## src/hw/rtl/ips_mul.sv

```systemverilog
module ips_mul #(
    parameter int A_W = 32,
    parameter int B_W = 32
) (
    input  logic               i_clk,
    input  logic               i_en,
    input  logic [A_W-1:0]     i_a,
    input  logic [B_W-1:0]     i_b,
    output logic [A_W+B_W-1:0] o_p
);

    localparam int AL = A_W / 2;
    localparam int AH = A_W - AL;
    localparam int BL = B_W / 2;
    localparam int BH = B_W - BL;

    logic [AL+BL-1:0] r_ll;
    logic [AL+BH-1:0] r_lh;
    logic [AH+BL-1:0] r_hl;
    logic [AH+BH-1:0] r_hh;
    logic [A_W+B_W-1:0] r_p;
    logic [A_W+B_W-1:0] n_p;

    // partial products
    always_ff @(posedge i_clk) begin
        if (i_en) begin
            r_ll <= i_a[AL-1:0] * i_b[BL-1:0];
            r_lh <= i_a[AL-1:0] * i_b[B_W-1:BL];
            r_hl <= i_a[A_W-1:AL] * i_b[BL-1:0];
            r_hh <= i_a[A_W-1:AL] * i_b[B_W-1:BL];
        end
    end

    // recombine
    always_comb begin
        n_p = (A_W+B_W)'(r_ll)
            + ((A_W+B_W)'(r_lh) << BL)
            + ((A_W+B_W)'(r_hl) << AL)
            + ((A_W+B_W)'(r_hh) << (AL + BL));
    end

    always_ff @(posedge i_clk) begin
        if (i_en) begin
            r_p <= n_p;
        end
    end

    assign o_p = r_p;

endmodule

```

## config.mk

```make
export PLATFORM = sky130hd
export DESIGN_NAME = ips_mul
export DESIGN_NICKNAME = d
export VERILOG_FILES = /design/src/hw/rtl/ips_mul.sv
export SDC_FILE = /design/constraint.sdc
export NUM_CORES = 2
export LEC_CHECK = 0
export ABC_AREA = 0
export ABC_CLOCK_PERIOD_IN_PS = 16700
export BUFFER_PORTS_ARGS = -buffer_cell sky130_fd_sc_hd__buf_2
export CELL_PAD_IN_SITES_DETAIL_PLACEMENT = 1
export CELL_PAD_IN_SITES_GLOBAL_PLACEMENT = 2
export CORE_UTILIZATION = 35
export CTS_BUF_LIST = sky130_fd_sc_hd__clkbuf_8
export DETAILED_ROUTE_END_ITERATION = 10
export HOLD_SLACK_MARGIN = 0.08
export PLACE_DENSITY = 0.69
export SYNTH_ARGS = -nofsm -noshare
export SYNTH_HDL_FRONTEND = slang
export SYNTH_SLANG_ARGS = --single-unit
```

## constraint.sdc

```tcl
create_clock -name i_clk -period 16.7 [get_ports i_clk]
set_input_delay 5.01 -clock i_clk [delete_from_list [all_inputs] [get_ports i_clk]]
set_output_delay 5.01 -clock i_clk [all_outputs]
set_load 0.01 [all_outputs]
```

== Word level (Yosys, flattened, before mapping) ==
Cells that the tools add are included.
Cells by class
  add/sub/neg operators: 3
  multiply operators: 4
  divide/modulo/power cells: 0
  $lt $le $gt $ge: 0
  eq/ne operators: 0
  shift operators: 0
  multiplexer cells: 0
  bitwise operators: 0
  reductions and logical operators: 0
Operator list (number)
  multiplier 16 x 16 -> 32 bit: 4
  adder 50 x 64 -> 64 bit: 1
  adder 49 x 48 -> 50 bit: 1
  adder 32 x 48 -> 49 bit: 1
Word-level totals
  flip-flop bits (word level): 192
  bits in latches: 0
  memory bits (writable): 0
  ROM bits: 0
  bits of input ports: 66
  output and inout port bits: 64
  word-level logic and storage cells: 12
  memories: 0

== Depth between registers and ports, before layout ==
  depth after elaboration: 3
  mapped depth: 24
  depth with buffers taken out: 22

== Worst setup path after synthesis ==
No wires, ideal clock.
  kind: input to register
  start: in i_b[1]
  end: reg r_hl[30] (data pin)
  setup time: 258 ps
  arrival: 10475 ps
  required time: 16442 ps
  path slack: 5968 ps
  stages: 22
  path buffers: 2
  path through: clkbuf_1 -> nand2_1 -> fa_1 -> fa_1 -> fa_1 -> fa_1 -> inv_1 -> fa_1 -> inv_1 -> fa_1 -> inv_1 -> ha_1 -> buf_2 -> a21oi_1 -> o21ai_1 -> or3_1 -> o211ai_1 -> o31a_1 -> o31ai_1 -> a221o_1 -> a21oi_1 -> xnor2_1
On the way
  cells in the longest elaborated chain, start to end: 1
Ends and longest elaborated chain
  start: declaration: line 8  | input logic [B_W-1:0] i_b,
  multiplier 16 x 16 -> 32 bit: line 29  | r_hl <= i_a[A_W-1:AL] * i_b[BL-1:0];
  end signal: assignment: line 29
  end: declaration: line 19  | logic [AH+BL-1:0] r_hl;
No other way between the ends.
A chain may end at the register's enable or synchronous reset.

== Worst setup path in the final report ==
  start: in i_a[10]
  end: reg r_ll[31] (data pin)
On the way
  cells in the longest elaborated chain, start to end: 1
Ends and longest elaborated chain
  start: declaration: line 7  | input logic [A_W-1:0] i_a,
  multiplier 16 x 16 -> 32 bit: line 27  | r_ll <= i_a[AL-1:0] * i_b[BL-1:0];
  end signal: assignment: line 27
  end: declaration: line 17  | logic [AL+BL-1:0] r_ll;
No other way between the ends.

==> results.cfg <==
[grt]
grt_pass1_vias = 33500
overflow = 0
grt_usage_pct = 21.4
antenna_found_initial = 8
grt_pass1_wl_um = 199000
grt_start_max_net_pins = 80

[route]
final_antenna_net_count = 0
drtPass1Iterations = 5
route.vias.total = 29700
drt-initial-drc-count = 1270
via_per_inst = 4.90
wl_met3_um = 3420
top_layer_used = met5
detail_route.wl_per_cell_um = 20.6
drcViolationCount = 0
met2_length_um = 62100
met1Wirelength_um = 56500
drt_wl_total_um = 125000

[worst_setup_path]
reg2reg_depth = 13
cp-startpoint = i_a[10]
crit_type = input pin to register
crit_fanout = 32
end_kind = register
critPathArrivalTime_ns = 11.67
r2r-end = o_p[63]
r2r_setup_slack_ns = 12.47
startpoint_type = input pin
worstPathRequired_ns = 17.07
reg2reg_from = r_ll[17]

[sta]
worst_pin_slew_ns = 0.960
timing.final.hold_violations = 0
slew_violations = 0
timing.fmax_ghz = 0.0885
period_needed_ns = 11.30
max_slew_margin_pct = 36.0
setup_viol = 0
hold_ws_ns = 0.431
rsz0062_at_grt = false
finalCritPeriodShare_pct = 67.7
fin_setup_tns_ns = 0
skew_ns = 0.0294

[synth]
synth_top_flop_cell = edfxtp_1
synth_nets = 5776
synthDominantAreaCellType = fa_1
synthTopCellsByArea = fa_1 38%, edfxtp_1 14%, ha_1 13%
syn_area_per_cell_um2 = 9.52
synth-edff-count = 192
synthSimpleGateAreaFrac_pct = 15.4
syn_inst = 4453
ys_seq_area_share_pct = 13.6
synth_xor_area_share_pct = 3.18
ys_seq_elements = 192
synth_top_family_by_area = adder cells
ys_warn_count = 0
synth.top_cell.area_share_pct = 38.2
synthMuxAreaShare_pct = 0.0236
synth_compound_area_share_pct = 6.13
synth_area_um2 = 42400
synth_cell_types = 87
synth-adder-area-share_pct = 51.4
ys_async_sr_fraction_pct = 0

[die]
die_w_um = 350
core-area_um2 = 120000
rows = 127
dieArea_um2 = 123000
die_h_um = 350
initial_core_util_pct = 35.3
ioPinCount = 130

[clock_tree]
cts_hold_buf = 0
clkTransAtPathRegs_ns = 0.11
cts_max_path_buffers = 2
cts_sinks = 192
cts_tree = done
clkLatencyLatePin_ns = 0.63
cts_root_buf = clkbuf_8
postCtsSetupBuffers = 0
cts-resized-gates = 0
ctsHtreeMaxLevel = 4
cts_made_buffers = 17

[hold_path]
holdCritStartpoint = r_ll[15]
hold_depth = 0
hold_end = o_p[15]
hold_class = register to register

[layout]
layout_common_cells = 950 x inv_1, 809 x fa_1, 609 x nand2_1, 478 x and2_1, 448 x ha_1
drive_gt1_share_pct = 5.71
multi_input_area_um2 = 32300
fill_cells = 13800
layout.nets = 5760
synthToLayoutAreaGrowth_pct = 6.10
final_cells = 6065
final_common_cell = inv_1
layout.area.seq_um2 = 5770

[job]
maxCapViolations = 0

[place]
post-place-cells = 6030
port-buffer-count = 129
dpl.hpwl_um = 95700
routabilityCongestion = 0.824

[status]
status = complete, no violations
## cell families after synthesis
| group | Yosys count |
|---|---|
| AO/OA/AOI/OAI | 375 |
| XOR/XNOR | 154 |
| adder cells (fa/ha/maj) | 1257 |
| buffers and inverters | 1157 |
| flip-flops | 192 |
| multiplexers | 1 |
| AND/OR/NAND/NOR | 1317 |
## cell usage after synthesis (29+ instances only)
| cell type | instances |
|---|---|
| a21o_1 | 62 |
| a21oi_1 | 120 |
| and2_1 | 478 |
| clkbuf_1 | 202 |
| edfxtp_1 | 192 |
| fa_1 | 809 |
| ha_1 | 448 |
| inv_1 | 948 |
| nand2_1 | 609 |
| nand3_1 | 29 |
| nor2_1 | 81 |
| o21ai_0 | 44 |
| xnor2_1 | 108 |
| xor2_1 | 46 |
## area by class of cell
type / count / share of cell area [%]
multi-input combinational: 3104 / 71.8
timing repair buffer: 174 / 2.21
clock inverter: 15 / 0.295
antenna: 3 / 0.0167
clock buffer: 17 / 0.520
tap: 1612 / 4.48
inverter: 948 / 7.91
sequential: 192 / 12.8
## stage by stage
stage / setup WS, ns / utilization, % / instance area, um2
detailed placement: 4.70 / 37.2 / 44600
finish: 5.40 / 37.5 / 45000
global route: 5.16 / 37.5 / 45000
CTS: 5.47 / 37.5 / 45000
global placement: 4.83 / 37.2 / 44600
floorplan: 5.97 / - / 42400
## worst max path at each step
| stage | slack [ns] | depth (start not counted) | endpoint |
|---|---|---|---|
| after floorplan | 5.97 | 22 | r_hl[30] |
| after detailed placement | 4.70 | 21 | r_ll[31] |
| after global routing | 5.16 | 21 | r_ll[31] |
| final | 5.40 | 21 | r_ll[31] |
| after CTS | 5.47 | 21 | r_ll[31] |
| after global placement | 4.83 | 21 | r_hh[30] |
## metal layers
metal	vias to the layer above	GRT usage, %
met3	99	2.19
met2	373	37.0
met1	15700	28.4
met4	8	5.40
met5	-	0
li1	13500	-
## worst max-delay path, stage by stage
cell,delay [ns]
buf_2,0.61
nand2_1,0.17
fa_1,0.54
fa_1,0.59
fa_1,0.46
fa_1,0.55
inv_1,0.05
fa_1,0.47
inv_1,0.05
fa_1,0.47
inv_1,0.04
ha_1,0.35
a21o_1,0.20
a31o_1,0.21
a211oi_2,0.52
nor2_1,0.17
nor4b_2,0.22
o41ai_2,0.50
o311ai_1,0.18
a21oi_1,0.20
xnor2_1,0.09
## sequential cells by signal (all words and copies together), names as in the netlist
name  count
o_p      64
r_hh     32
r_hl     32
r_lh     32
r_ll     32
Power is left out: the tool's default activity adds up to more than one toggle a clock period on the data nets, which glitch-free logic cannot reach.
