$ cat src/hw/rtl/ips_pkg.sv
package ips_pkg;

    // field widths
    localparam int POS_W = 24;
    localparam int VEL_W = 16;
    localparam int SPD_W = 16;
    localparam int TF    = 16;

    // derived datapath widths
    localparam int OW   = POS_W + 1;
    localparam int VW   = (VEL_W > SPD_W) ? VEL_W : SPD_W;
    localparam int AW   = 2 * VW + 3;
    localparam int AM   = AW - 1;
    localparam int HW   = OW + VEL_W + 1;
    localparam int HM   = HW - 1;
    localparam int CW   = 2 * OW;
    localparam int H2W  = 2 * HM;
    localparam int ACW  = AM + CW;
    localparam int DW   = ((H2W > ACW) ? H2W : ACW) + 2;
    localparam int RW   = DW / 2;
    localparam int SN   = 2 * RW;
    localparam int NW   = ((HW > RW + 1) ? HW : RW + 1) + 1;
    localparam int NM   = NW - 1;
    localparam int MW   = NM + TF;
    localparam int TW   = POS_W + TF + 4;
    localparam int TM   = TW - 1;
    localparam int LW   = (MW > TM) ? MW : TM;
    localparam int PW   = TW + VEL_W;
    localparam int SHW  = PW - TF;
    localparam int SUMW = SHW + 1;

    // time clamp, 2^(POS_W+2+TF)
    localparam logic [LW-1:0] TMAX = {{(LW-1){1'b0}}, 1'b1} << (POS_W + 2 + TF);

    typedef enum logic [1:0] {
        ST_SOLVED  = 2'd0,
        ST_NO_ROOT = 2'd1,
        ST_DEGEN   = 2'd2
    } t_status;

    typedef struct packed {
        logic signed [POS_W-1:0] pursuer_x;
        logic signed [POS_W-1:0] pursuer_y;
        logic        [SPD_W-1:0] pursuer_speed;
        logic signed [POS_W-1:0] target_x;
        logic signed [POS_W-1:0] target_y;
        logic signed [POS_W-1:0] target_z;
        logic signed [VEL_W-1:0] target_vx;
        logic signed [VEL_W-1:0] target_vy;
        logic signed [VEL_W-1:0] target_vz;
    } t_in;

    typedef struct packed {
        logic signed [POS_W-1:0] aim_x;
        logic signed [POS_W-1:0] aim_y;
        logic signed [POS_W-1:0] aim_z;
        t_status                 solve_status;
    } t_out;

    // target position and velocity carried down the pipe
    typedef struct packed {
        logic signed [POS_W-1:0] tx;
        logic signed [POS_W-1:0] ty;
        logic signed [POS_W-1:0] tz;
        logic signed [VEL_W-1:0] vx;
        logic signed [VEL_W-1:0] vy;
        logic signed [VEL_W-1:0] vz;
    } t_geo;

    typedef struct packed {
        t_status              status;
        logic                 a_neg;
        logic signed [HW-1:0] h;
        logic        [AM-1:0] a_mag;
        t_geo                 geo;
    } t_sq_side;

    typedef struct packed {
        t_status       status;
        logic          t_neg;
        logic [AM-1:0] a_mag;
        t_geo          geo;
    } t_dv_side;

endpackage

$ cat src/hw/rtl/ips_div_cell.sv
module ips_div_cell (
    input  logic                   i_clk,
    input  logic                   i_rst_n,
    input  logic                   i_en,
    input  logic                   i_vld,
    input  logic [ips_pkg::MW-1:0] i_num,
    input  logic [ips_pkg::AM-1:0] i_rem,
    input  logic [ips_pkg::MW-1:0] i_q,
    input  ips_pkg::t_dv_side      i_side,
    output logic                   o_vld,
    output logic [ips_pkg::MW-1:0] o_num,
    output logic [ips_pkg::AM-1:0] o_rem,
    output logic [ips_pkg::MW-1:0] o_q,
    output ips_pkg::t_dv_side      o_side
);

    logic                   r_vld;
    logic [ips_pkg::MW-1:0] r_num;
    logic [ips_pkg::AM-1:0] r_rem;
    logic [ips_pkg::MW-1:0] r_q;
    ips_pkg::t_dv_side      r_side;
    logic [ips_pkg::AM:0]   rem_sh;
    logic [ips_pkg::AM:0]   dvs;
    logic [ips_pkg::AM:0]   diff;
    logic                   take;

    // one quotient bit, restoring step against |a|
    always_comb begin
        rem_sh = {i_rem, i_num[ips_pkg::MW-1]};
        dvs    = {1'b0, i_side.a_mag};
        diff   = rem_sh - dvs;
        take   = (rem_sh >= dvs);
    end

    always_ff @(posedge i_clk) begin
        if (!i_rst_n) begin
            r_vld <= 1'b0;
        end else if (i_en) begin
            r_vld <= i_vld;
        end
    end

    always_ff @(posedge i_clk) begin
        if (i_en) begin
            r_num  <= {i_num[ips_pkg::MW-2:0], 1'b0};
            r_rem  <= take ? diff[ips_pkg::AM-1:0] : rem_sh[ips_pkg::AM-1:0];
            r_q    <= {i_q[ips_pkg::MW-2:0], take};
            r_side <= i_side;
        end
    end

    assign o_vld  = r_vld;
    assign o_num  = r_num;
    assign o_rem  = r_rem;
    assign o_q    = r_q;
    assign o_side = r_side;

endmodule

$ cat config.mk
export PLATFORM = sky130hd
export DESIGN_NAME = ips_div_cell
export DESIGN_NICKNAME = d
export VERILOG_FILES = /design/src/hw/rtl/ips_pkg.sv /design/src/hw/rtl/ips_div_cell.sv
export SDC_FILE = /design/constraint.sdc
export NUM_CORES = 1
export LEC_CHECK = 0
export BUFFER_PORTS_ARGS = -buffer_cell sky130_fd_sc_hd__buf_4
export CORE_AREA = 4 4 242 244
export CTS_CLUSTER_DIAMETER = 200
export DETAILED_ROUTE_END_ITERATION = 10
export DIE_AREA = 0 0 246 248
export SLEW_MARGIN = 10
export SYNTH_ARGS = -nofsm -noshare
export SYNTH_HDL_FRONTEND = slang
export SYNTH_SLANG_ARGS = --single-unit
export TNS_END_PERCENT = 10
$ cat constraint.sdc
create_clock -name i_clk -period 5.3 [get_ports i_clk]
set_input_delay 0.265 -clock i_clk [delete_from_list [all_inputs] [get_ports i_clk]]
set_output_delay 0.265 -clock i_clk [all_outputs]
set_load 0.01 [all_outputs]
Yosys cells after proc, flatten, opt, wreduce, memory -nomap -nowiden

Index checks and enable logic that the tools add are counted.

Memory bits (read-only): 0
Flip-flop bits (word level): 311
Memories: 0
Output and inout bits: 312
Logic and storage cells: 16
Bits in latches: 0
RAM bits: 0

Multiplexer cells: 1
Add/sub/neg operators: 1
Bitwise operators: 0
$mul: 0
Div/mod/pow operators: 0
Shifts and indexed selects: 0
Magnitude comparators: 1
Reductions and logical operators: 0
Equality and inequality tests: 0

Operators by type and width:

| kind                                                           | count |
|---|---|
| 35-bit by 34-bit greater-or-equal comparator with 1-bit output | 1 |
| 34-bit two-way mux                                             | 1 |
| 34-bit subtractor                                              | 1 |

Longest topological paths before layout

Depth in word-level cells: 2
Mapped depth: 13
Mapped depth without buffers: 12

Least setup slack after synthesis

OpenSTA, ideal clock, no wires.

Kind: input to register
Start: input port i_num[59] in the netlist's numbering
End: register r_rem (netlist bit o_rem[32]), data pin
Path slack: 2.606 ns
Setup time: 0.261 ns
Buffers on the path: 0
Arrival: 2.433 ns
Cell stages on the path: 12
Cell sequence: inv_1 > ha_1 > inv_1 > fa_1 > a21o_1 > a221oi_2 > o21ai_1 > a21oi_1 > o21ai_0 > a211oi_1 > nor4b_2 > a311o_1

Longest elaborated chain between the ends: 2
Elaborated cells on any way between the ends: 3
Classes of those cells: 1 x add/sub; 1 x order compare; 1 x mux

RTL lines:

| what                                                                                                | RTL line                               | text |
|---|---|---|
| start, declared                                                                                     | ips_div_cell.sv:6                      | `input logic [ips_pkg::MW-1:0] i_num,` |
| 34-bit subtractor or 35-bit by 34-bit greater-or-equal comparator with 1-bit output (tied branches) | ips_div_cell.sv:31, ips_div_cell.sv:32 |  |
| 34-bit two-way mux *                                                                                | ips_div_cell.sv:46                     | `r_rem <= take ? diff[ips_pkg::AM-1:0] : rem_sh[ips_pkg::AM-1:0];` |
| end signal, assigned                                                                                | ips_div_cell.sv:46                     |  |
| end, declared                                                                                       | ips_div_cell.sv:19                     | `logic [ips_pkg::AM-1:0] r_rem;` |

Mark *: on every way between the ends. The rest lies on a longest branch, timed or not.
A chain may end at the register's enable or synchronous reset.

Worst setup path after layout

Start: input port i_side[124] in the netlist's numbering
End: register r_rem (netlist bit o_rem[1]), data pin

Longest elaborated chain between the ends: 2

RTL lines:

| what                                                           | RTL line           | text |
|---|---|---|
| start, declared                                                | ips_div_cell.sv:9  | `input ips_pkg::t_dv_side i_side,` |
| 35-bit by 34-bit greater-or-equal comparator with 1-bit output | ips_div_cell.sv:32 | `take = (rem_sh >= dvs);` |
| 34-bit two-way mux                                             | ips_div_cell.sv:46 |  |

No other way between the ends.

==> metrics.txt <==
synthesized area=11700 µm²; Max-Slew Margin vs Limit=0.338; Vias=~9900; Tcrit/Tclk final=0.678; number of global-route vias before repair=10400; worst path arrival time=3.88 ns; TritonCTS Sinks=just over 300; Pint=5.05 mW; Post-synth ARST share=0; largest area contributor in the netlist=edfxtp_1; dpl cells=2059; Max VDD drop=214 µV; top-area cell type share of the netlist area=0.793; Post-DRT Antenna Nets=0; minimum clock period=roughly 3.6 ns; reg-to-reg startpoint=o_vld$_SDFFE_PN0P_; cells after synthesis=693; Total Wirelength=53400 µm; pin count of the biggest net entering global routing=about 140; grt ovf=0; critical path class=in -> reg; Die W=between 200 and 250 µm; Via density=roughly 4.0; commonest non-fill, non-tap cell in the layout=buf_4; hold path cells=3; CTS Buf Count=39; clock-pin slew on the worst setup and hold paths=0.06 ns; Max Cap Viol=0; max-slew violations=0; Sequential Area=9330 µm²; area share of and/or/nand/nor cells after synthesis=0.0473; Synth Area in Compound Gates=0.0740; multiplexer share of the synthesized area=0.00181; PortBufs=624; Post-synth EDFFs=310; final hold vios=0; clk buf depth=3; net count after synthesis=1043; fin cells=around 2400; Req. time, crit path=5.59 ns; adder-cell area share of the yosys netlist=0.0380; drt drc=0; switching power=1.75 mW; main combinational cell family by area after synthesis=compound AO/OA/AOI/OAI gates; fin worst setup slack=1.70 ns; root buffer cell=clkbuf_16; All-Layer GR Usage=0.162; post-synthesis cell type count=56; post-CTS setup buffers=0; Skew-Pair Late Insertion Delay=0.53 ns; Detail Placement HPWL=40100 µm; Worst setup EP type=register; Post-Place Worst Slack=1.67 ns; area of the multi-input gates=between 2000 and 2500 µm²; GPL Wtd Cong=0.804; slack of the worst reg-to-reg path=about 4.1 ns; I/O pin cnt=627; status=complete, no violations; Reg-to-Reg End=o_vld$_SDFFE_PN0P_; Sw Share=0.257; layout cells sized above 1=0.410; Die H=around 250 µm; starting density of the core=0.209; Post-CTS Hold Fix Bufs=307; Clock power frac=0.368; Flop pwr share=0.446; CTS tree=done; largest cells by area after synthesis=edfxtp_1 (79%), ha_1 (3.6%), o21ai_0 (2.0%), nand2_1 (1.8%), a21oi_1 (1.4%); Seq/Total Area, Yosys=0.795; first-pass GRT wire length=71800 µm; Area growth, synth to finish=84.0%; Die Footprint=61000 µm²; CP Capture Point=o_rem[1]$_DFFE_PP_; XOR/XNOR Fraction of Synth Area=0.0224; combinational share of power=0.186; RSZ-0062 raised after global routing=false; initial antenna violation count=14; final setup vio count=0; Filler cells=between 5000 and 6000; P_leak=9.06 nW; total power=6.80 mW; Max Fclk=around 280 MHz; Final Net Count=2001; Core Area=56300 µm²; FF-to-FF path depth=3; Worst Skew=0 ns; most frequent cells in the layout=buf_4 (624), edfxtp_1 (310), dlygate4sd3_1 (307); crit path max fanout=68; CP startpoint=i_side[124]; dominant synthesized flop cell=edfxtp_1; Ys Warns=0; register bit total from synthesis=~310; # rows=87; Critical Path Source Type=input port; syn_area_per_cell=16.9 µm²; Setup TNS Final=0 ns; number of DRC markers in iteration 0=481; post_cts resized=0; drt wl/cell=about 22 µm; post-layout utilization of the core=0.384; hold crit path type=in -> reg; Slew @ Worst Pin=0.993 ns; DR pass1 iterations=4; Power Density=315 nW/µm²; H-tree level count=2
synthesized netlist by cell type, types with 5 or more instances:
master    count
a21o_1       16
a21oi_1      32
and3_1        7
buf_2         5
clkbuf_1      5
edfxtp_1    310
ha_1         34
inv_1        42
nand2_1      56
nand2b_1      5
nand4_1       8
nor2_1       18
o21ai_0      48
o21bai_1      7
xnor2_1      12
xor2_1       18
final cells by class:
class	instances	area share
Sequential cell	311	0.432
Timing Repair Buffer	933	0.361
Multi-Input combinational cell	323	0.0999
Clock buffer	44	0.0470
Tap cell	756	0.0438
Clock inverter	28	0.00834
Inverter	43	0.00747
Antenna cell	7	0.000811
metal layers:
metal | track usage | vias up | share of wire
li1 | - | 4557 | -
met1 | 0.166 | 4772 | 0.34
met2 | 0.288 | 420 | 0.51
met3 | 0.0530 | 107 | 0.076
met4 | 0.0991 | 14 | 0.069
met5 | 0 | - | 0.0015
cell families after synthesis:
logic type,count (synthesis)
multiplexers,2
AO/OA/AOI/OAI,137
AND/OR/NAND/NOR,118
XOR/XNOR,30
buffers and inverters,59
flip-flops,311
other,1
adder cells (fa/ha/maj),35
sequential cells by signal, indices dropped and copies added (netlist names):
name and count:
o_side 157, o_num 59, o_vld 1, o_rem 34, o_q 60
stage by stage:
| stage | cell area (µm²) | hold WS [ns] |
|---|---|---|
| 3_5_place_dp | 17300 | 0.444 |
| 6_report | 21600 | 0.0403 |
| 5_1_grt | 21600 | 0.0382 |
| 4_1_cts | 21600 | 0.000545 |
| 2_1_floorplan | 11700 | 0.364 |
| 3_3_place_gp | 17300 | 0.444 |
power by group through the flow:
stage / combinational (mW) / clock, mW / sequential [mW]
after CTS: 1.29 / 2.60 / 3.03
after global placement: 1.07 / 0 / 3.08
after detailed placement: 1.08 / 0 / 3.08
final: 1.27 / 2.50 / 3.03
after floorplan: 0.239 / 0 / 3.19
after global routing: 1.35 / 2.72 / 3.05
worst min-delay path by stage:
stage	from	to
6_report	i_rem[27]	o_rem[28]$_DFFE_PP_
5_1_grt	i_rem[27]	o_rem[28]$_DFFE_PP_
3_3_place_gp	i_side[112]	o_side[112]$_DFFE_PP_
2_1_floorplan	i_num[9]	o_num[10]$_DFFE_PP_
3_5_place_dp	i_side[110]	o_side[110]$_DFFE_PP_
4_1_cts	i_rem[27]	o_rem[28]$_DFFE_PP_
critical path, stage by stage:
cell,delay [ns]
dlygate4sd3_1,0.61
buf_4,0.14
inv_1,0.05
ha_1,0.34
a21o_1,0.21
or3_1,0.34
o21ai_2,0.20
o21ai_0,0.30
a32oi_1,0.38
and2_4,0.62
mux2_2,0.41
(Power assumes the default switching activity.)
