<file path="config.mk">
export PLATFORM = sky130hd
export DESIGN_NAME = ips_sqrt_cell
export DESIGN_NICKNAME = d
export VERILOG_FILES = /design/src/hw/rtl/ips_pkg.sv /design/src/hw/rtl/ips_sqrt_cell.sv
export SDC_FILE = /design/constraint.sdc
export NUM_CORES = 1
export LEC_CHECK = 0
export BUFFER_PORTS_ARGS = -buffer_cell sky130_fd_sc_hd__buf_4
export CAP_MARGIN = 20
export CORE_AREA = 2 2 290 292
export DETAILED_ROUTE_END_ITERATION = 8
export DIE_AREA = 0 0 292 294
export HOLD_SLACK_MARGIN = 0.02
export PLACE_DENSITY = 0.49
export REMOVE_ABC_BUFFERS = 1
export SLEW_MARGIN = 20
export SYNTH_ARGS = -nofsm -noshare
export SYNTH_HDL_FRONTEND = slang
export SYNTH_SLANG_ARGS = --single-unit
</file>
<file path="constraint.sdc">
create_clock -name i_clk -period 3.5 [get_ports i_clk]
set_input_delay 0.35 -clock i_clk [delete_from_list [all_inputs] [get_ports i_clk]]
set_output_delay 0.35 -clock i_clk [all_outputs]
set_load 0.1 [all_outputs]
</file>
<file path="src/hw/rtl/ips_pkg.sv">
package ips_pkg;

    // field widths
    localparam int POS_W = 24;
    localparam int VEL_W = 16;
    localparam int SPD_W = 16;
    localparam int TF    = 16;

    // derived datapath widths
    localparam int OW   = POS_W + 1;
    localparam int VW   = (VEL_W > SPD_W) ? VEL_W : SPD_W;
    localparam int AW   = 2 * VW + 3;
    localparam int AM   = AW - 1;
    localparam int HW   = OW + VEL_W + 1;
    localparam int HM   = HW - 1;
    localparam int CW   = 2 * OW;
    localparam int H2W  = 2 * HM;
    localparam int ACW  = AM + CW;
    localparam int DW   = ((H2W > ACW) ? H2W : ACW) + 2;
    localparam int RW   = DW / 2;
    localparam int SN   = 2 * RW;
    localparam int NW   = ((HW > RW + 1) ? HW : RW + 1) + 1;
    localparam int NM   = NW - 1;
    localparam int MW   = NM + TF;
    localparam int TW   = POS_W + TF + 4;
    localparam int TM   = TW - 1;
    localparam int LW   = (MW > TM) ? MW : TM;
    localparam int PW   = TW + VEL_W;
    localparam int SHW  = PW - TF;
    localparam int SUMW = SHW + 1;

    // time clamp, 2^(POS_W+2+TF)
    localparam logic [LW-1:0] TMAX = {{(LW-1){1'b0}}, 1'b1} << (POS_W + 2 + TF);

    typedef enum logic [1:0] {
        ST_SOLVED  = 2'd0,
        ST_NO_ROOT = 2'd1,
        ST_DEGEN   = 2'd2
    } t_status;

    typedef struct packed {
        logic signed [POS_W-1:0] pursuer_x;
        logic signed [POS_W-1:0] pursuer_y;
        logic        [SPD_W-1:0] pursuer_speed;
        logic signed [POS_W-1:0] target_x;
        logic signed [POS_W-1:0] target_y;
        logic signed [POS_W-1:0] target_z;
        logic signed [VEL_W-1:0] target_vx;
        logic signed [VEL_W-1:0] target_vy;
        logic signed [VEL_W-1:0] target_vz;
    } t_in;

    typedef struct packed {
        logic signed [POS_W-1:0] aim_x;
        logic signed [POS_W-1:0] aim_y;
        logic signed [POS_W-1:0] aim_z;
        t_status                 solve_status;
    } t_out;

    // target position and velocity carried down the pipe
    typedef struct packed {
        logic signed [POS_W-1:0] tx;
        logic signed [POS_W-1:0] ty;
        logic signed [POS_W-1:0] tz;
        logic signed [VEL_W-1:0] vx;
        logic signed [VEL_W-1:0] vy;
        logic signed [VEL_W-1:0] vz;
    } t_geo;

    typedef struct packed {
        t_status              status;
        logic                 a_neg;
        logic signed [HW-1:0] h;
        logic        [AM-1:0] a_mag;
        t_geo                 geo;
    } t_sq_side;

    typedef struct packed {
        t_status       status;
        logic          t_neg;
        logic [AM-1:0] a_mag;
        t_geo          geo;
    } t_dv_side;

endpackage

</file>
<file path="src/hw/rtl/ips_sqrt_cell.sv">
module ips_sqrt_cell (
    input  logic                 i_clk,
    input  logic                 i_rst_n,
    input  logic                 i_en,
    input  logic                 i_vld,
    input  logic [ips_pkg::SN-1:0] i_rad,
    input  logic [ips_pkg::RW:0]   i_rem,
    input  logic [ips_pkg::RW-1:0] i_root,
    input  ips_pkg::t_sq_side      i_side,
    output logic                 o_vld,
    output logic [ips_pkg::SN-1:0] o_rad,
    output logic [ips_pkg::RW:0]   o_rem,
    output logic [ips_pkg::RW-1:0] o_root,
    output ips_pkg::t_sq_side      o_side
);

    logic                      r_vld;
    logic [ips_pkg::SN-1:0]    r_rad;
    logic [ips_pkg::RW:0]      r_rem;
    logic [ips_pkg::RW-1:0]    r_root;
    ips_pkg::t_sq_side         r_side;
    logic [ips_pkg::RW+2:0]    rem_sh;
    logic [ips_pkg::RW+2:0]    trial;
    logic [ips_pkg::RW+2:0]    diff;
    logic                      take;

    // one root bit: bring in two radicand bits and try (4 root + 1)
    always_comb begin
        rem_sh = {i_rem, i_rad[ips_pkg::SN-1:ips_pkg::SN-2]};
        trial  = {1'b0, i_root, 2'b01};
        diff   = rem_sh - trial;
        take   = (rem_sh >= trial);
    end

    always_ff @(posedge i_clk) begin
        if (!i_rst_n) begin
            r_vld <= 1'b0;
        end else if (i_en) begin
            r_vld <= i_vld;
        end
    end

    always_ff @(posedge i_clk) begin
        if (i_en) begin
            r_rad  <= {i_rad[ips_pkg::SN-3:0], 2'b00};
            r_rem  <= take ? diff[ips_pkg::RW:0] : rem_sh[ips_pkg::RW:0];
            r_root <= {i_root[ips_pkg::RW-2:0], take};
            r_side <= i_side;
        end
    end

    assign o_vld  = r_vld;
    assign o_rad  = r_rad;
    assign o_rem  = r_rem;
    assign o_root = r_root;
    assign o_side = r_side;

endmodule

</file>
-- Word level (Yosys, flattened, before mapping)
Cells that the tools add are included.
- bits in registers: 371
- input port bits: 376
- multiplexer cells: 1
- $lt $le $gt $ge: 1
- add/sub/neg operators: 1
- operator list (operator ; count):
    $ge A46 B45 Y1 ; 1
    $mux W44 ; 1
    $sub A44 B44 Y44 ; 1

-- Longest topological paths before layout
- depth in word-level cells: 2
- mapped depth: 14
- mapped depth without buffers: 11

-- Worst setup path after synthesis
Ideal clock, no wire load.
- path kind: input-to-reg
- start point: input i_root[26] in the netlist's numbering
- end point: register r_rem (netlist bit o_rem[39]) (data pin)
- path buffers: 0
- setup slack: 0.725 ns
- arrival: 2.510 ns
- cell stages on the path: 11
- required time: 3.235 ns
- cell sequence: inv_1 > ha_1 > a21o_1 > o21a_1 > a311oi_2 > nand3_1 > o211a_1 > o21ai_4 > nor3b_1 > a211o_1 > or3_1
- longest elaborated chain between the ends: 2
- elaborated cells between the ends (all ways): 3
- RTL lines (item ; line ; text):
    start: declaration ; ips_sqrt_cell.sv:8 ; input logic [ips_pkg::RW-1:0] i_root,
    $sub A44 B44 Y44 or $ge A46 B45 Y1 (tied branches) ; ips_sqrt_cell.sv:31, ips_sqrt_cell.sv:32 ;
    $mux W44 (*) ; ips_sqrt_cell.sv:46 ; r_rem <= take ? diff[ips_pkg::RW:0] : rem_sh[ips_pkg::RW:0];
    end signal: assignment ; ips_sqrt_cell.sv:46 ;
    end: declaration ; ips_sqrt_cell.sv:19 ; logic [ips_pkg::RW:0] r_rem;
Every way passes the cells marked *; elsewhere a longest branch is shown, timed or not.
A chain may end at the register's enable or synchronous reset.

-- Worst setup path after layout
- start point: input i_root[1] in the netlist's numbering
- end point: register r_rem (netlist bit o_rem[41]) (data pin)
Same word-level chain as after synthesis.

==> impl_metrics.csv <==
group,metric,value,unit
synth,netlist-cell-type-count,62,
die,dieArea,0.0858,mm2
routing,post_drt_via_cell_ratio,3.92,
synth,combinational_family_with_the_most_area_after_synthesis,"compound AO/OA/AOI/OAI gates",
critical_path,r2r_slack,2.34,ns
timing,post-route-period-util,96.9,%
timing,max_slew_margin,50.7,%
synth,yosys.area.top_type_share,77.4,%
critical_path,timing.critical_path.arrival,3.72,ns
cells_and_area,postLayoutCoreUtil,31.9,%
cells_and_area,layout-drive-gt1-share,42.4,%
synth,synth_most_common_cell,"sky130_fd_sc_hd__edfxtp_1",
synth,yosys-top-cells-area,"sky130_fd_sc_hd__edfxtp_1 (77%), sky130_fd_sc_hd__ha_1 (3.9%), sky130_fd_sc_hd__o21ai_0 (2.2%), sky130_fd_sc_hd__nand2_1 (1.8%), sky130_fd_sc_hd__xor2_1 (1.7%)",
die,i_o_pin_count,749,
job,maxCapViolations,0,
die,initial_core_util,17.3,%
critical_path,critPathMaxFanout,5,
synth,synth_mux_area_share,0.375,%
clock_tree,cts.root.buffer_cell,"sky130_fd_sc_hd__clkbuf_16",
min_path,hold_path_class,"input pin to flop",
pwr,p_leak,0.0110,uW
global_route,grt_max_degree,76,
synth,proportion_of_synthesized_chip_area_in_sequential_cells,77.5,%
timing,period_needed,3.39,ns
global_route,number_of_global_route_vias_before_repair,12900,
critical_path,worstSetupPathType,"input pin to flop",
global_route,overall_global_routing_usage,15.9,%
pwr,post-layout-total-power,15500,uW
synth,flops_latches_synth,371,
synth,post_synth_and_or_nand_nor_area_fraction,5.31,%
routing,drc_errors,0,
critical_path,timing.critical_path.from_type,"input pin",
routing,drt_pre_antenna_iters,5,
pwr,power.clock.fraction,31.0,%
pwr,power_per_cell_area,588,mW/mm2
critical_path,end_of_the_critical_path,"o_rem[41]",
die,die_width,292,um
placement,port-buffer-count,746,
synth,dominant_synthesized_flop_cell,"sky130_fd_sc_hd__edfxtp_1",
timing,timing_worst_slew_pin_value,0.740,ns
routing,detail_route.wl_per_cell,23.0,um
clock_tree,tritoncts_clock_tree,"yes",
clock_tree,clk_path_buf_depth,3,
synth,post_synth_fa_ha_maj_area_fraction,3.92,%
timing,finalSetupViolations,0,
synth,synth_top_area_cell,"sky130_fd_sc_hd__edfxtp_1",
critical_path,reg2reg_from,"o_vld",
routing,ant_nets,0,
global_route,first_pass_grt_wire_length,97.3,mm
die,design.core.area,0.0829,mm2
pwr,total_switching_power,6180,uW
timing,drv_slew,0,
synth,yosys.area_share.xor_xnor,2.50,%
synth,post_synthesis_compound_gate_area_fraction,8.14,%
clock_tree,cts-htree-levels,2,
placement,post-dp-hpwl,56.7,mm
timing,rsz0062_at_grt,"no",
critical_path,r2r-end,"o_vld",
pwr,sw_frac_of_total,39.8,%
cells_and_area,areaGrowthSynthToFinish,83.9,%
routing,routed_wirelength,72.4,mm
timing,final.setup_skew,0,ns
critical_path,required,3.83,ns
critical_path,setup.worst_path.end_class,"flop",
clock_tree,num_cts_buffers,47,
synth,netlist_top_cells_count,"sky130_fd_sc_hd__edfxtp_1 (370), sky130_fd_sc_hd__nand2_1 (68), sky130_fd_sc_hd__o21ai_0 (62)",
synth,synth-edff-count,370,
clock_tree,clk_latency,0.58,ns
pwr,power_frac_comb,33.5,%
critical_path,rr_worst_depth,3,
routing,detailedRoute.firstIterationViolations,537,
die,die-height,294,um
synth,synthesized_area_divided_by_synthesized_cell_count,16.3,um2
die,rows,106,
timing,hold_viol,0,
synth,asyncSetResetFlopFracSynth,0,%
synth,yosysWarnings,0,
clock_tree,worst_setup_hold_path_clk_slew,0.06,ns
pwr,seqPwrFrac,35.5,%
clock_tree,number_of_clock_sinks,371,
pwr,max-vdd-ir-drop,0.366,mV
critical_path,timing.critical_path.from,"i_root[1]",
timing,fmax,295,MHz
placement,globalplace.congestion,0.886,
status,run_status,"completed",
routing,num_vias,12300,
pwr,power.internal,9350,uW
global_route,number_of_antenna_violations_at_the_first_check_in_global_routing,20,
cells_and_area,num-nets-final,2438,
global_route,grt_overflow_total,0,
synth,synth.cell_area,0.0144,mm2
synth,syn-instance-count,881,
-- critical path, stage by stage --
cell and delay [ns]:
sky130_fd_sc_hd__dlygate4sd3_1 0.67, sky130_fd_sc_hd__buf_4 0.16, sky130_fd_sc_hd__inv_1 0.05, sky130_fd_sc_hd__ha_1 0.35, sky130_fd_sc_hd__nor3_1 0.28, sky130_fd_sc_hd__a211oi_2 0.06, sky130_fd_sc_hd__buf_4 0.16, sky130_fd_sc_hd__a2111oi_4 0.38
sky130_fd_sc_hd__a211o_1 0.17, sky130_fd_sc_hd__nand2_1 0.15, sky130_fd_sc_hd__a41o_1 0.36, sky130_fd_sc_hd__a221oi_2 0.29, sky130_fd_sc_hd__xor2_1 0.22, sky130_fd_sc_hd__o21ai_1 0.08
-- final cells by class --
| class | instances | area [um2] |
|---|---|---|
| Multi-Input combinational cell | 434 | 2950 |
| Tap cell | 1080 | 1350 |
| Clock inverter | 36 | 302 |
| Inverter | 53 | 199 |
| Timing Repair Buffer | 1110 | 9250 |
| Clock buffer | 52 | 1220 |
| Antenna cell | 7 | 17.5 |
| Fill cell | 8249 | 56500 |
| Sequential cell | 371 | 11100 |
-- cell usage in the layout, fill, tap and decap left out, drive strengths merged, types with 5 or more instances in the layout --
master,n
a211oi,5
a21o,17
a21oi,47
a31oi,8
and3,6
buf,777
clkbuf,52
clkinv,26
diode,7
dlygate4sd3,333
edfxtp,370
ha,45
inv,57
nand2,69
nand2b,6
nand3,14
nand4,5
nor2,27
nor3,7
nor3b,5
o21a,5
o21ai,69
xnor2,13
xor2,28
-- logic make-up (layout without fill, tap and decap cells) --
| kind of cell | after synthesis | in the layout |
|---|---|---|
| xor gates and xnor gates | 41 | 41 |
| muxes | 5 | 5 |
| AOI/OAI and AO/OA | 182 | 182 |
| buffers and inverters | 77 | 1251 |
| DFF | 371 | 371 |
| and+or+nand+nor | 159 | 159 |
| other | 1 | 9 |
| adders and majority gates | 45 | 45 |
-- per-stage QoR --
stage / setup TNS [ns] / cells / setup slack, ns / area, um2 / hold WS [ns]
floorplan: -0.249 / 858 / -0.249 / 14200 / 0.449
global placement: -0.0306 / 2713 / -0.0306 / 21500 / 0.514
detailed placement: -0.0947 / 2713 / -0.0483 / 21500 / 0.529
CTS: 0 / 3134 / 0.0353 / 26300 / 0.0203
global route: 0 / 3142 / 0.00132 / 26400 / 0.0353
finish: 0 / 3143 / 0.109 / 26400 / 0.0621
-- worst min-delay path by stage --
stage,endpoint,slack [ns],cells past startpoint,from
floorplan,o_rad[10],0.45,0,i_rad[8]
global placement,o_vld,0.51,2,o_vld
detailed placement,o_rad[31],0.53,1,i_rad[29]
CTS,o_rem[42],0.02,3,i_rem[40]
global route,o_rem[42],0.04,3,i_rem[40]
finish,o_rem[36],0.06,3,i_rem[34]
-- registers in the layout, summed over array words and instances, names as in the netlist --
register / flops
o_root: 43
o_vld: 1
o_side: 199
o_rem: 44
o_rad: 84
-- power groups by stage --
stage | combinational (uW) | clock, uW | sequential, uW
2_1_floorplan | 515 | 0 | 8430
3_3_place_gp | 4870 | 0 | 5590
3_5_place_dp | 4880 | 0 | 5590
4_1_cts | 5230 | 4980 | 5510
5_1_grt | 5360 | 5130 | 5540
6_report | 5200 | 4810 | 5510
-- per-layer routing --
metal / wire, um / vias up / track usage, % / share of wire [%]
met4: 3280 / 16 / 7.03 / 4.5
li1: - / 5632 / - / -
met2: 34700 / 543 / 26.7 / 48
met5: 103 / - / 0 / 0.14
met3: 6270 / 114 / 6.13 / 8.7
met1: 28100 / 6021 / 18.0 / 39
-- what timing repair did --
item | CTS | global route
buffers inserted | 0 | 2
setup endpoints to repair | 0 | 2
hold endpoints to repair | 332 | 0
hold buffers | 333 | 0
resized for setup | 0 | 6
Power figures use the tool's default switching activity.
